[src/hdl/tat_pkg.sv]
`timescale 1ns / 1ps
`default_nettype none
package tat_pkg;

   // Command codes carried in the request word's tuser.
   localparam logic [1:0] CMD_SET      = 2'd0;
   localparam logic [1:0] CMD_LOOKUP   = 2'd1;
   localparam logic [1:0] CMD_NEWFRAME = 2'd2;
   localparam logic [1:0] CMD_NONE     = 2'd3;

   // Play modes stored per tile.
   localparam logic [1:0] MODE_STOPPED = 2'd0;
   localparam logic [1:0] MODE_ONCE    = 2'd1;
   localparam logic [1:0] MODE_LOOP    = 2'd2;

   localparam int TIMER_W = 17;
   localparam logic [TIMER_W-1:0] TIMER_MAX = '1;

   localparam int REQ_DATA_W = 56;
   localparam int RSP_DATA_W = 16;

   // One tile's animation record, as held in the state memory.
   typedef struct packed {
      logic [7:0]         frame_limit;
      logic [15:0]        increment;
      logic [15:0]        period;
      logic [TIMER_W-1:0] timer;
      logic [7:0]         offset;
      logic [1:0]         mode;
   } entry_type;

   typedef struct packed {
      logic state_we;
      logic seen_we;
      logic rsp_valid;
   } upd_ctrl_type;

endpackage
`default_nettype wire

[src/hdl/tat_update.sv]
`timescale 1ns / 1ps
`default_nettype none
// Read-modify-write datapath for one command against one tile record.
module tat_update (
   input  wire logic [1:0]          command,
   input  wire logic [8:0]          tile_number,
   input  wire logic [7:0]          frame_total,
   input  wire logic [15:0]         step_increment,
   input  wire logic [15:0]         frame_period,
   input  wire logic                play_once,
   input  wire logic                in_range,
   input  wire tat_pkg::entry_type  entry_in,
   input  wire logic                seen_in,
   output tat_pkg::entry_type       entry_out,
   output tat_pkg::upd_ctrl_type    ctrl,
   output logic [8:0]               shown_tile
);

   logic                        animated;
   logic [tat_pkg::TIMER_W:0]   timer_sum;
   logic [tat_pkg::TIMER_W-1:0] timer_step;
   logic                        fire;
   logic [8:0]                  offset_inc;
   logic [7:0]                  offset_next;
   logic [1:0]                  mode_next;

   assign animated = in_range && (entry_in.frame_limit != 8'd0);

   always_comb begin
      timer_sum = {1'b0, entry_in.timer} + (tat_pkg::TIMER_W + 1)'(entry_in.increment);
      if (seen_in) begin
         timer_step = entry_in.timer;
      end else if (timer_sum[tat_pkg::TIMER_W]) begin
         timer_step = tat_pkg::TIMER_MAX;
      end else begin
         timer_step = timer_sum[tat_pkg::TIMER_W-1:0];
      end

      fire = (timer_step >= {1'b0, entry_in.period}) &&
             (entry_in.mode != tat_pkg::MODE_STOPPED);

      offset_inc  = {1'b0, entry_in.offset} + 9'd1;
      offset_next = entry_in.offset;
      mode_next   = entry_in.mode;
      if (fire) begin
         if (offset_inc > {1'b0, entry_in.frame_limit}) begin
            if (entry_in.mode == tat_pkg::MODE_ONCE) begin
               // A one-shot animation parks on its last frame.
               mode_next   = tat_pkg::MODE_STOPPED;
               offset_next = entry_in.frame_limit;
            end else begin
               offset_next = 8'd0;
            end
         end else begin
            offset_next = offset_inc[7:0];
         end
      end
   end

   always_comb begin
      entry_out  = entry_in;
      ctrl       = '0;
      shown_tile = tile_number;
      unique case (command)
         tat_pkg::CMD_SET: begin
            entry_out.frame_limit = frame_total;
            entry_out.increment   = step_increment;
            entry_out.period      = frame_period;
            entry_out.timer       = '0;
            entry_out.offset      = 8'd0;
            entry_out.mode        = play_once ? tat_pkg::MODE_ONCE : tat_pkg::MODE_LOOP;
            ctrl.state_we         = in_range;
         end
         tat_pkg::CMD_LOOKUP: begin
            ctrl.rsp_valid = 1'b1;
            if (animated) begin
               entry_out.timer  = fire ? '0 : timer_step;
               entry_out.offset = offset_next;
               entry_out.mode   = mode_next;
               ctrl.state_we    = 1'b1;
               ctrl.seen_we     = 1'b1;
               shown_tile       = tile_number + {1'b0, offset_next};
            end
         end
         tat_pkg::CMD_NEWFRAME, tat_pkg::CMD_NONE: begin
            ctrl = '0;
         end
         default: begin
            ctrl = '0;
         end
      endcase
   end

endmodule
`default_nettype wire
[config.mk]
export PLATFORM = sky130hd
export DESIGN_NAME = tat_update
export DESIGN_NICKNAME = d
export VERILOG_FILES = /design/src/hdl/tat_pkg.sv /design/src/hdl/tat_update.sv
export SDC_FILE = /design/constraint.sdc
export NUM_CORES = 1
export LEC_CHECK = 0
export BUFFER_PORTS_ARGS = -buffer_cell sky130_fd_sc_hd__buf_4
export CAP_MARGIN = 20
export CORE_MARGIN = 2
export CORE_UTILIZATION = 46
export DETAILED_ROUTE_END_ITERATION = 12
export GPL_TIMING_DRIVEN = 0
export PLACE_DENSITY = 0.95
export SLEW_MARGIN = 25
export SYNTH_ARGS = -nofsm -noshare
export SYNTH_HDL_FRONTEND = slang
export SYNTH_SLANG_ARGS = --single-unit
[constraint.sdc]
create_clock -name vclk -period 5.95
set_input_delay 0 -clock vclk [all_inputs]
set_output_delay 0 -clock vclk [all_outputs]
set_load 0.03 [all_outputs]
# Yosys cells after proc, flatten, opt, wreduce, memory -nomap -nowiden
# Cells that the tools add are included.
# classes
mux	18
n_bitwise	0
shifts	0
reduce_logical	6
n_lt_le_gt_ge	2
addsub	3
mul	0
n_div	0
n_eq_ne	4
# op_table
operator	count
case mux 27 bit (2 select lines)	1
2-to-1 mux 17 bit	3
2-to-1 mux 40 bit	1
2-to-1 mux 27 bit	1
2-to-1 mux 8 bit	3
adder 17 x 16 -> 18 bit	1
2-to-1 mux 9 bit	2
greater-or-equal comparator 17 x 16 -> 1 bit	1
2-to-1 mux 2 bit	6
adder 8 x 1 -> 9 bit (second input constant)	1
adder 9 x 8 -> 9 bit	1
> comparator 9 x 8 -> 1 bit	1
nonzero test 8 bit	1
== test 2 x 1 -> 1 bit (second input constant)	2
== test 2 bit (second input constant)	2
case mux 1 bit (3 select lines)	1
logical AND 1 bit	2
zero test 2 bit	1
nonzero test 2 bit	1
OR reduction 2 bit	1
# word_totals
n_memories	0
reg_bits	0
mem_bits_ro	0
inputBits	121
ram_bits	0
latchBits	0
elab_cells	33
out_inout_bits	79

# Depth between registers and ports, before layout
# Gate-level depths: netlist (run 1).
# logic_depth
word_depth	9
mapped_depth	29

# Worst setup path after synthesis (run 1)
# OpenSTA, ideal clock, no wires.
# synth_timing
path_type	input port to output port
start	input port entry_in[13] (netlist bit)
end	output port shown_tile[7]
path_buffers	2
slack_ps	597
arrival_time_ps	5353
required_time_ps	5950
path_stages	26
cell_sequence	ha_1 -> a21o_1 -> a21oi_2 -> a211oi_2 -> o41ai_4 -> a31oi_4 -> buf_4 -> nor3_1 -> a21oi_1 -> ha_1 -> nand2_1 -> nor3_1 -> a21oi_1 -> o311a_1 -> a21oi_4 -> buf_6 -> mux2_2 -> ha_1 -> a21o_1 -> a21o_1 -> a21oi_1 -> o21bai_1 -> a21o_1 -> a21oi_1 -> xor2_1 -> o21ai_0
# synth_via
elab_chain_cells	9
# synth_rtl
element	line_no	source
start: declaration	tat_update.sv:12	input wire tat_pkg::entry_type entry_in,
adder 17 x 16 -> 18 bit	tat_update.sv:30	timer_sum = {1'b0, entry_in.timer} + (tat_pkg::TIMER_W + 1)'(entry_in.increment);
2-to-1 mux 17 bit	tat_update.sv:33	end else if (timer_sum[tat_pkg::TIMER_W]) begin
2-to-1 mux 17 bit *	tat_update.sv:31	if (seen_in) begin
greater-or-equal comparator 17 x 16 -> 1 bit *	tat_update.sv:39	fire = (timer_step >= {1'b0, entry_in.period}) &&
logical AND 1 bit *	tat_update.sv:39	
2-to-1 mux 8 bit *	tat_update.sv:45	if (fire) begin
adder 9 x 8 -> 9 bit *	tat_update.sv:82	shown_tile = tile_number + {1'b0, offset_next};
2-to-1 mux 9 bit *	tat_update.sv:76	if (animated) begin
2-to-1 mux 9 bit *	tat_update.sv:64	unique case (command)
end: declaration	tat_update.sv:16	output logic [8:0] shown_tile
# Every way passes the cells marked *; elsewhere a longest branch is shown, timed or not.

# Worst setup path in the final report (run 1)
# layout_timing
start	input port entry_in[20] (netlist bit)
end	output port shown_tile[8]
# The elaborated chain is that of the path after synthesis.

==> results of run 1 <==
timing repair:
action / CTS / global route
buffers inserted: 2 / 10
endpoints found under the hold margin: 0 / 0
gates resized for setup: 1 / 8
pin swaps: 3 / 9
endpoints found under the setup margin: 1 / 2
placed cells by master, fill, tap and decap left out, types with 3 or more instances in the layout:
| cell type | n |
|---|---|
| nand4_1 | 7 |
| buf_2 | 5 |
| a21o_1 | 13 |
| nor2_1 | 28 |
| nand3_1 | 15 |
| o211ai_1 | 4 |
| and2_1 | 4 |
| nor2b_1 | 4 |
| inv_1 | 41 |
| o21bai_1 | 8 |
| buf_4 | 210 |
| o31ai_1 | 4 |
| a21oi_2 | 6 |
| o41ai_1 | 3 |
| nor4_1 | 3 |
| o21ai_0 | 39 |
| ha_1 | 49 |
| a21oi_1 | 40 |
| buf_6 | 3 |
| a211oi_1 | 3 |
| xor2_1 | 7 |
| nor3_2 | 5 |
| nor3_1 | 8 |
| a22o_1 | 14 |
| mux2_2 | 20 |
| and3_1 | 4 |
| clkbuf_1 | 16 |
| nand2_1 | 75 |
| xnor2_1 | 20 |
| nand2b_1 | 8 |
kinds of logic after synthesis:
kind of cell,Yosys count
multiplexers,20
XOR/XNOR,27
buffers and inverters,65
AND/OR/NAND/NOR,170
AO/OA/AOI/OAI,160
adder cells (fa/ha/maj),51
metal layers:
layer	up-vias	share of wire (%)	GRT usage (%)
li1	2202	-	-
met1	2099	39	40.22
met2	304	49	57.07
met3	43	9.0	3.545
met4	0	3.0	11.29
met5	-	0	0
worst paths after layout:
check  cells past startpoint       endpoint
max                       31  shown_tile[8]
min                        3  shown_tile[8]
layout make-up:
cell class         instances  area [sq um]
well taps                 96         120.1
fillers                  598          1851
plain buffers             24         118.9
inverters                 41         153.9
repair buffers           210          1577
multi-input cells        428          3049
per-stage QoR:
step / TNS (ns) / std cells / area (sq um)
global route: -0.07897 / 799 / 5019
CTS: 0 / 789 / 4918
detailed placement: -0.1599 / 787 / 4900
floorplan: 0 / 493 / 3293
finish: 0 / 799 / 5019
global placement: 0 / 787 / 4900
power by group:
| group | total [mW] | internal (mW) | switching (mW) |
|---|---|---|---|
| Clock | 0 | 0 | 0 |
| Combinational | 0.647 | 0.282 | 0.365 |
| Sequential | 0 | 0 | 0 |
worst max-delay path, delay by kind of cell:
kind / cells / cell delay, ns
AO/OA/AOI/OAI: 17 / 3.31
adder cells (fa/ha/maj): 4 / 1.01
buffers and inverters: 5 / 0.81
AND/OR/NAND/NOR: 4 / 0.52
XOR/XNOR: 1 / 0.12
==> out/results.ini, run 1 <==
[outcome]
status = completed

[timing]
worst_pin_slew_ns = 0.7657
setup_viol = 0
maxSlewHeadroom_pct = 48.41
min_period_over_period_pct = 96.92
setup_ws_ns = 0.1831
hold_violations = 0
holdWs_ns = 0.2995
finalCriticalPeriod_ns = 5.767
fmax_ghz = 0.1734
final_max_slew_viol_count = 0

[cells_and_area]
post-route-util_pct = 73.06
final_layout_size_suffix_gt1_share_pct = 36.98
final-seq-area_sq_um = 0
n_clock_buffer = 0
syn_to_final_growth_pct = 52.39
seq_cells = 0
antennaDiodeCount = 0
final_nets = 877

[routing]
routed_wl_um = 13550
ant_nets = 0
drt-pass1-iter-count = 6
vias_per_cell = 5.817
wire_per_inst_um = 16.95
route.detailed.drc = 0
drt_iter0_markers = 395
num_vias = 4648

[setup_path]
startpoint = entry_in[20]
worstSetupPathType = primary input to output pin
crit_path_end_kind = output pin
cp.arrival_ns = 5.77
slowest_delay_ns = 0.44
worstPathMaxFanout = 8
cpMaxStageDelayCell = o41ai_4
cp-start-kind = primary input
cp.required_ns = 5.95

[power]
power_density_nw_per_um2 = 128.9
peakVddDrop_uv = 74.24
leakage_nw = 2.598
power_mw = 0.6468

[place]
routabilityCongestion = 0.9756
hpwlAfterDp_um = 11180
port-buffer-count = 198
dp_slack_ns = -0.1599

[die]
die_h_um = 88.61
rows = 30
die_w_um = 88.61
dieArea_sq_um = 7852
io_pins = 200
initial_core_util_pct = 47.94
core_area_sq_um = 6869

[synth]
synthDistinctLibCells = 58
synth_area_leaders = ha_1 19%, nand2_1 8.5%, mux2_2 6.8%
yosysMostFrequentCell = nand2_1
synthMuxAreaShare_pct = 6.839
synth_top_area_cell = ha_1
syn_nets = 665
ys_warn_count = 0
ys_seq_area_share_pct = 0
synthAdderAreaFrac_pct = 19.83
synth_top_family_by_area = compound AO/OA/AOI/OAI gates
synth_top_area_share_pct = 18.62
synth_common_cells = 75 x nand2_1, 49 x ha_1, 43 x a21oi_1
synth-simple-area-share_pct = 24.92
synth_xor_area_share_pct = 7.181
syn_area_per_cell_sq_um = 6.680
netlist_instances = 493
netlist_area_sq_um = 3293
synth_compound_area_share_pct = 33.05

[flow_run]
drv_cap = 0

[global_route]
overflow = 0
grt_pass1_wl_um = 20330
grt_pass1_vias = 4411
grtUsageTotal_pct = 32.20
antenna_found_initial = 0
grt_max_degree = 11

[clocking]
cts_hold_buf = 0

[min_path]
hold_path.class = primary input to output pin
min_from = tile_number[8]

Power figures use the tool's default switching activity.
==> run 2: changes to the inputs <==
Settings changed: CELL_PAD_IN_SITES_DETAIL_PLACEMENT set to 0, CELL_PAD_IN_SITES_GLOBAL_PLACEMENT set to 1, CORE_UTILIZATION 46 to 30.
==> run 2 against run 1 <==
Effect of this change:
- cell area increased by 1.2%
- first-iteration DRC count fell by 35%
- sequential cell count unchanged
- critical endpoint is now shown_tile[7]
- highest routed layer unchanged
==> out/results.ini, run 2 (synthesized netlist as in run 1, its figures left out) <==
[routing]
vias_per_cell = 5.147  ; was 5.817
routed_wl_um = 13680  ; was 13550 um
wire_per_inst_um = 16.27  ; was 16.95 um
ant_nets = 0  ; unchanged
num_vias = 4329  ; was 4648
route.detailed.drc = 0  ; unchanged
drt_iter0_markers = 258  ; was 395
drt-pass1-iter-count = 5  ; was 6

[global_route]
antenna_found_initial = 0  ; unchanged
grt_pass1_wl_um = 20900  ; was 20330 um
grtUsageTotal_pct = 21.76  ; was 32.20%
overflow = 0  ; unchanged
grt_max_degree = 11  ; unchanged
grt_pass1_vias = 4296  ; was 4411

[cells_and_area]
post-route-util_pct = 47.04  ; was 73.06%
layout_commonest_cell = buf_4  ; unchanged
n_clock_buffer = 0  ; unchanged
fill_cells = 1127  ; was 598
seq_cells = 0  ; unchanged
layout.cells.non_filler = 841  ; was 799
final-seq-area_sq_um = 0  ; unchanged
final_cell_mix = 208 x buf_4, 75 x nand2_1, 48 x ha_1  ; was 210 x buf_4, 75 x nand2_1, 49 x ha_1
antennaDiodeCount = 0  ; unchanged
final_nets = 875  ; was 877
stdcell_area_sq_um = 5077  ; was 5019 sq um
final_layout_size_suffix_gt1_share_pct = 37.23  ; was 36.98%
syn_to_final_growth_pct = 54.18  ; was 52.39%

[min_path]
hold_depth = 3  ; unchanged
hold_path_end = shown_tile[8]  ; unchanged
hold_path.class = primary input to output pin  ; unchanged
min_from = tile_number[8]  ; unchanged

[flow_run]
drv_cap = 0  ; unchanged

[setup_path]
cp_common_cell = a21o_1
crit_path_end_kind = output pin  ; unchanged
cp.arrival_ns = 5.66  ; was 5.77 ns
worstPathMaxFanout = 10  ; was 8
cpMaxStageDelayCell = o41ai_4  ; unchanged
worstSetupPathType = primary input to output pin  ; unchanged
cp-start-kind = primary input  ; unchanged
cp.required_ns = 5.95  ; about the same
slowest_delay_ns = 0.43  ; was 0.44 ns

[timing]
setup_ws_ns = 0.2924  ; was 0.1831 ns
fmax_ghz = 0.1768  ; was 0.1734 GHz
final_max_slew_viol_count = 0  ; unchanged
hold_violations = 0  ; unchanged
fin_setup_tns_ns = 0  ; unchanged
worst_pin_slew_ns = 0.7533  ; was 0.7657 ns
rsz0062_at_grt = no
min_period_over_period_pct = 95.09  ; was 96.92%
finalCriticalPeriod_ns = 5.658  ; was 5.767 ns
setup_viol = 0  ; unchanged
maxSlewHeadroom_pct = 49.78  ; was 48.41%

[place]
dpl.cell_count = 831  ; was 787
hpwlAfterDp_um = 11620  ; was 11180 um
dp_slack_ns = -0.1163  ; was -0.1599 ns
routabilityCongestion = 0.9164  ; was 0.9756
post_dp_cell_area_sq_um = 4955  ; was 4900 sq um
port-buffer-count = 198  ; unchanged

[power]
power_density_nw_per_um2 = 126.5  ; was 128.9 nW/um^2
leakage_nw = 2.590  ; was 2.598 nW
peakVddDrop_uv = 48.40  ; was 74.24 uV

[die]
die_w_um = 108.8  ; was 88.61 um
io_pins = 200  ; unchanged
initial_core_util_pct = 30.51  ; was 47.94%
die_h_um = 108.8  ; was 88.61 um
rows = 38  ; was 30
dieArea_sq_um = 11830  ; was 7852 sq um
core_area_sq_um = 10790  ; was 6869 sq um

[outcome]
status = completed  ; unchanged

run 2: changes by cell type in the layout (fill, tap and decap cells not counted), sizes merged:
cell | previous run | this run
buf | 218 | 216
run 2: worst max-delay path by stage:
stage / slack [ns] / cells past startpoint / start / to
global placement: 0.01 / 30 / entry_in[13] / shown_tile[8]
global route: 0.006 / 28 / entry_in[13] / shown_tile[7]
finish: 0.29 / 28 / entry_in[13] / shown_tile[7]
detailed placement: -0.12 / 30 / entry_in[13] / shown_tile[8]
CTS: 0.003 / 31 / entry_in[19] / shown_tile[8]
floorplan: 0.60 / 26 / entry_in[13] / shown_tile[7]
run 2: where the power goes:
part           internal [mW]  switching [mW]  total, mW
Sequential                 0               0          0
Clock                      0               0          0
Combinational          0.281           0.361      0.643
run 2: timing repair:
action,4_1_cts,5_1_grt
hold endpoints to repair,0,0
hold buffers,0,0
cloned,0,0
gates resized for setup,1,14
endpoints found under the setup margin,1,3
pin swaps,3,8
setup buffers,3,7
run 2: layout make-up:
cell class | count | area, sq um | share of cell area (%)
Inverter | 41 | 153.9 | 3.031
Multi-Input combinational cell | 428 | 3068 | 60.42
Buffer | 24 | 118.9 | 2.341
Timing Repair Buffer | 208 | 1562 | 30.75
Tap cell | 140 | 175.2 | 3.450
run 2: metrics by stage:
stage,total power [mW],hold WS (ns)
after floorplan,0.3963,0.1147
after global placement,0.6034,0.2987
after detailed placement,0.6161,0.3041
after CTS,0.6220,0.3054
after global routing,0.6997,0.3270
final,0.6425,0.3040
run 2: layer usage:
| layer | wire (um) | GRT usage [%] | up-vias |
|---|---|---|---|
| li1 | - | - | 2195 |
| met1 | 6116 | 29.02 | 1940 |
| met2 | 6322 | 37.63 | 178 |
| met3 | 1007 | 2.451 | 16 |
| met4 | 235 | 4.670 | 0 |
| met5 | 0 | 0 | - |
run 2: worst max-delay path, delay by kind of cell:
kind	cells	cell delay, ns
AND/OR/NAND/NOR	3	0.47
AO/OA/AOI/OAI	16	3.00
adder cells (fa/ha/maj)	3	0.95
XOR/XNOR	1	0.15
multiplexers	1	0.38
buffers and inverters	4	0.68
==> run 3: changes to the inputs <==
Settings changed: GPL_TIMING_DRIVEN 0 to not set.
==> run 3 against run 2 <==
Effect of this change:
- wire length is 4.8% lower
- combinational power is 3.3% lower
- cell count is 2.5% lower
- non-clock buffer count is 21 lower
- hold slack worse by 0.0057 ns
- sequential cell count stayed put
- global-route usage is 1.2 points lower
- largest cell class unchanged
- count of clock-buffer cells in the layout stayed put
- critical path depth is 2 higher
==> out/results.ini, run 3 (synthesized netlist as in run 1, its figures left out) <==
[die]
io_pins = 200  ; unchanged
initial_core_util_pct = 30.51  ; unchanged
die_w_um = 108.8  ; unchanged
dieArea_sq_um = 11830  ; unchanged
die_h_um = 108.8  ; unchanged
core_area_sq_um = 10790  ; unchanged
rows = 38  ; unchanged

[cells_and_area]
stdcell_area_sq_um = 4967  ; was 5077 sq um
layout_commonest_cell = buf_4  ; unchanged
final_nets = 854  ; was 875
final-seq-area_sq_um = 0  ; unchanged
n_clock_buffer = 0  ; unchanged
syn_to_final_growth_pct = 50.84  ; was 54.18%
layout.cells.non_filler = 820  ; was 841
final_cell_mix = 211 x buf_4, 75 x nand2_1, 48 x ha_1  ; was 208 x buf_4, 75 x nand2_1, 48 x ha_1
seq_cells = 0  ; unchanged
final_layout_size_suffix_gt1_share_pct = 37.50  ; was 37.23%
antennaDiodeCount = 0  ; unchanged
fill_cells = 1147  ; was 1127

[global_route]
grt_pass1_wl_um = 19800  ; was 20900 um
antenna_found_initial = 0  ; unchanged
grtUsageTotal_pct = 20.51  ; was 21.76%
overflow = 0  ; unchanged
grt_pass1_vias = 4111  ; was 4296
grt_max_degree = 40  ; was 11

[place]
port-buffer-count = 200  ; was 198
dp_slack_ns = 0.07230  ; was -0.1163 ns
dpl.cell_count = 814  ; was 831
post_dp_cell_area_sq_um = 4900  ; was 4955 sq um
routabilityCongestion = 0.8797  ; was 0.9164
hpwlAfterDp_um = 11140  ; was 11620 um

[power]
power_density_nw_per_um2 = 125.3  ; was 126.5 nW/um^2
peakVddDrop_uv = 44.35  ; was 48.40 uV
power_mw = 0.6222  ; was 0.6425 mW
leakage_nw = 2.546  ; was 2.590 nW

[routing]
drt_iter0_markers = 252  ; was 258
routed_wl_um = 13030  ; was 13680 um
vias_per_cell = 5.205  ; was 5.147
drt-pass1-iter-count = 5  ; unchanged
ant_nets = 0  ; unchanged
route.detailed.drc = 0  ; unchanged
wire_per_inst_um = 15.89  ; was 16.27 um
num_vias = 4268  ; was 4329

[timing]
rsz0062_at_grt = no  ; unchanged
worst_pin_slew_ns = 0.8507  ; was 0.7533 ns
final_max_slew_viol_count = 0  ; unchanged
fmax_ghz = 0.1795  ; was 0.1768 GHz
setup_viol = 0  ; unchanged
maxSlewHeadroom_pct = 43.29  ; was 49.78%
fin_setup_tns_ns = 0  ; unchanged
finalCriticalPeriod_ns = 5.572  ; was 5.658 ns
min_period_over_period_pct = 93.64  ; was 95.09%
hold_violations = 0  ; unchanged
setup_ws_ns = 0.3784  ; was 0.2924 ns

[setup_path]
slowest_delay_ns = 0.41  ; was 0.43 ns
cp_common_cell = a21oi_2  ; was a21o_1
cp.arrival_ns = 5.57  ; was 5.66 ns
cp-start-kind = primary input  ; unchanged
worstPathMaxFanout = 15  ; was 10
cp.required_ns = 5.95  ; about the same
crit_path_end_kind = output pin  ; unchanged
cpMaxStageDelayCell = fa_1  ; was o41ai_4
worstSetupPathType = primary input to output pin  ; unchanged

[min_path]
hold_path.class = primary input to output pin  ; unchanged
min_from = tile_number[8]  ; unchanged
hold_path_end = shown_tile[8]  ; unchanged
hold_depth = 3  ; unchanged

[outcome]
status = completed  ; unchanged

[flow_run]
drv_cap = 0  ; unchanged

[clocking]
cts_hold_buf = 0  ; unchanged

## run 3: worst max-delay path by stage
stage / startpoint / endpoint / slack [ns] / cells after the start
CTS: entry_in[13] / shown_tile[8] / 0.06 / 30
finish: entry_in[13] / shown_tile[8] / 0.38 / 30
global route: entry_in[13] / shown_tile[8] / 0.002 / 30
detailed placement: entry_in[13] / shown_tile[8] / 0.07 / 30
global placement: entry_in[13] / shown_tile[8] / 0.33 / 30
floorplan: entry_in[13] / shown_tile[7] / 0.60 / 26
## run 3: metal layers
| layer | vias to the layer above | wire [um] | GRT usage [%] |
|---|---|---|---|
| met5 | - | 0 | 0 |
| met4 | 0 | 165 | 2.473 |
| met3 | 14 | 839 | 2.451 |
| met2 | 161 | 6319 | 37.81 |
| met1 | 1942 | 5701 | 26.14 |
| li1 | 2151 | - | - |
## run 3: stage by stage
step	hold WS, ns	utilization, %
2_1_floorplan	0.1147	-
3_3_place_gp	0.3032	45.40
3_5_place_dp	0.3012	45.40
4_1_cts	0.3014	45.40
5_1_grt	0.3095	46.02
6_report	0.2983	46.02
## run 3: worst max-delay path, delay by kind of cell
family,cells,cell delay (ns)
compound gates,18,3.11
fa+ha+maj,4,1.23
simple gates,4,0.62
buf+inv,3,0.48
xor+xnor,1,0.13
## run 3: repair_timing
action | 4_1_cts | 5_1_grt
buffers inserted | 0 | 6
setup endpoints to repair | 0 | 1
gates resized for setup | 0 | 8
hold endpoints to repair | 0 | 0
## run 3: cell type report
cell class	count	area, sq um	area share (%)
inverters	41	153.9	3.098
well taps	140	175.2	3.526
multi-input cells	428	3054	61.49
repair buffers	211	1584	31.89
## run 3: power by group
group	internal, mW	switching (mW)	total, mW	leakage, nW
combinational	0.269	0.353	0.622	2.55
clock	0	0	0	0
sequential	0	0	0	0
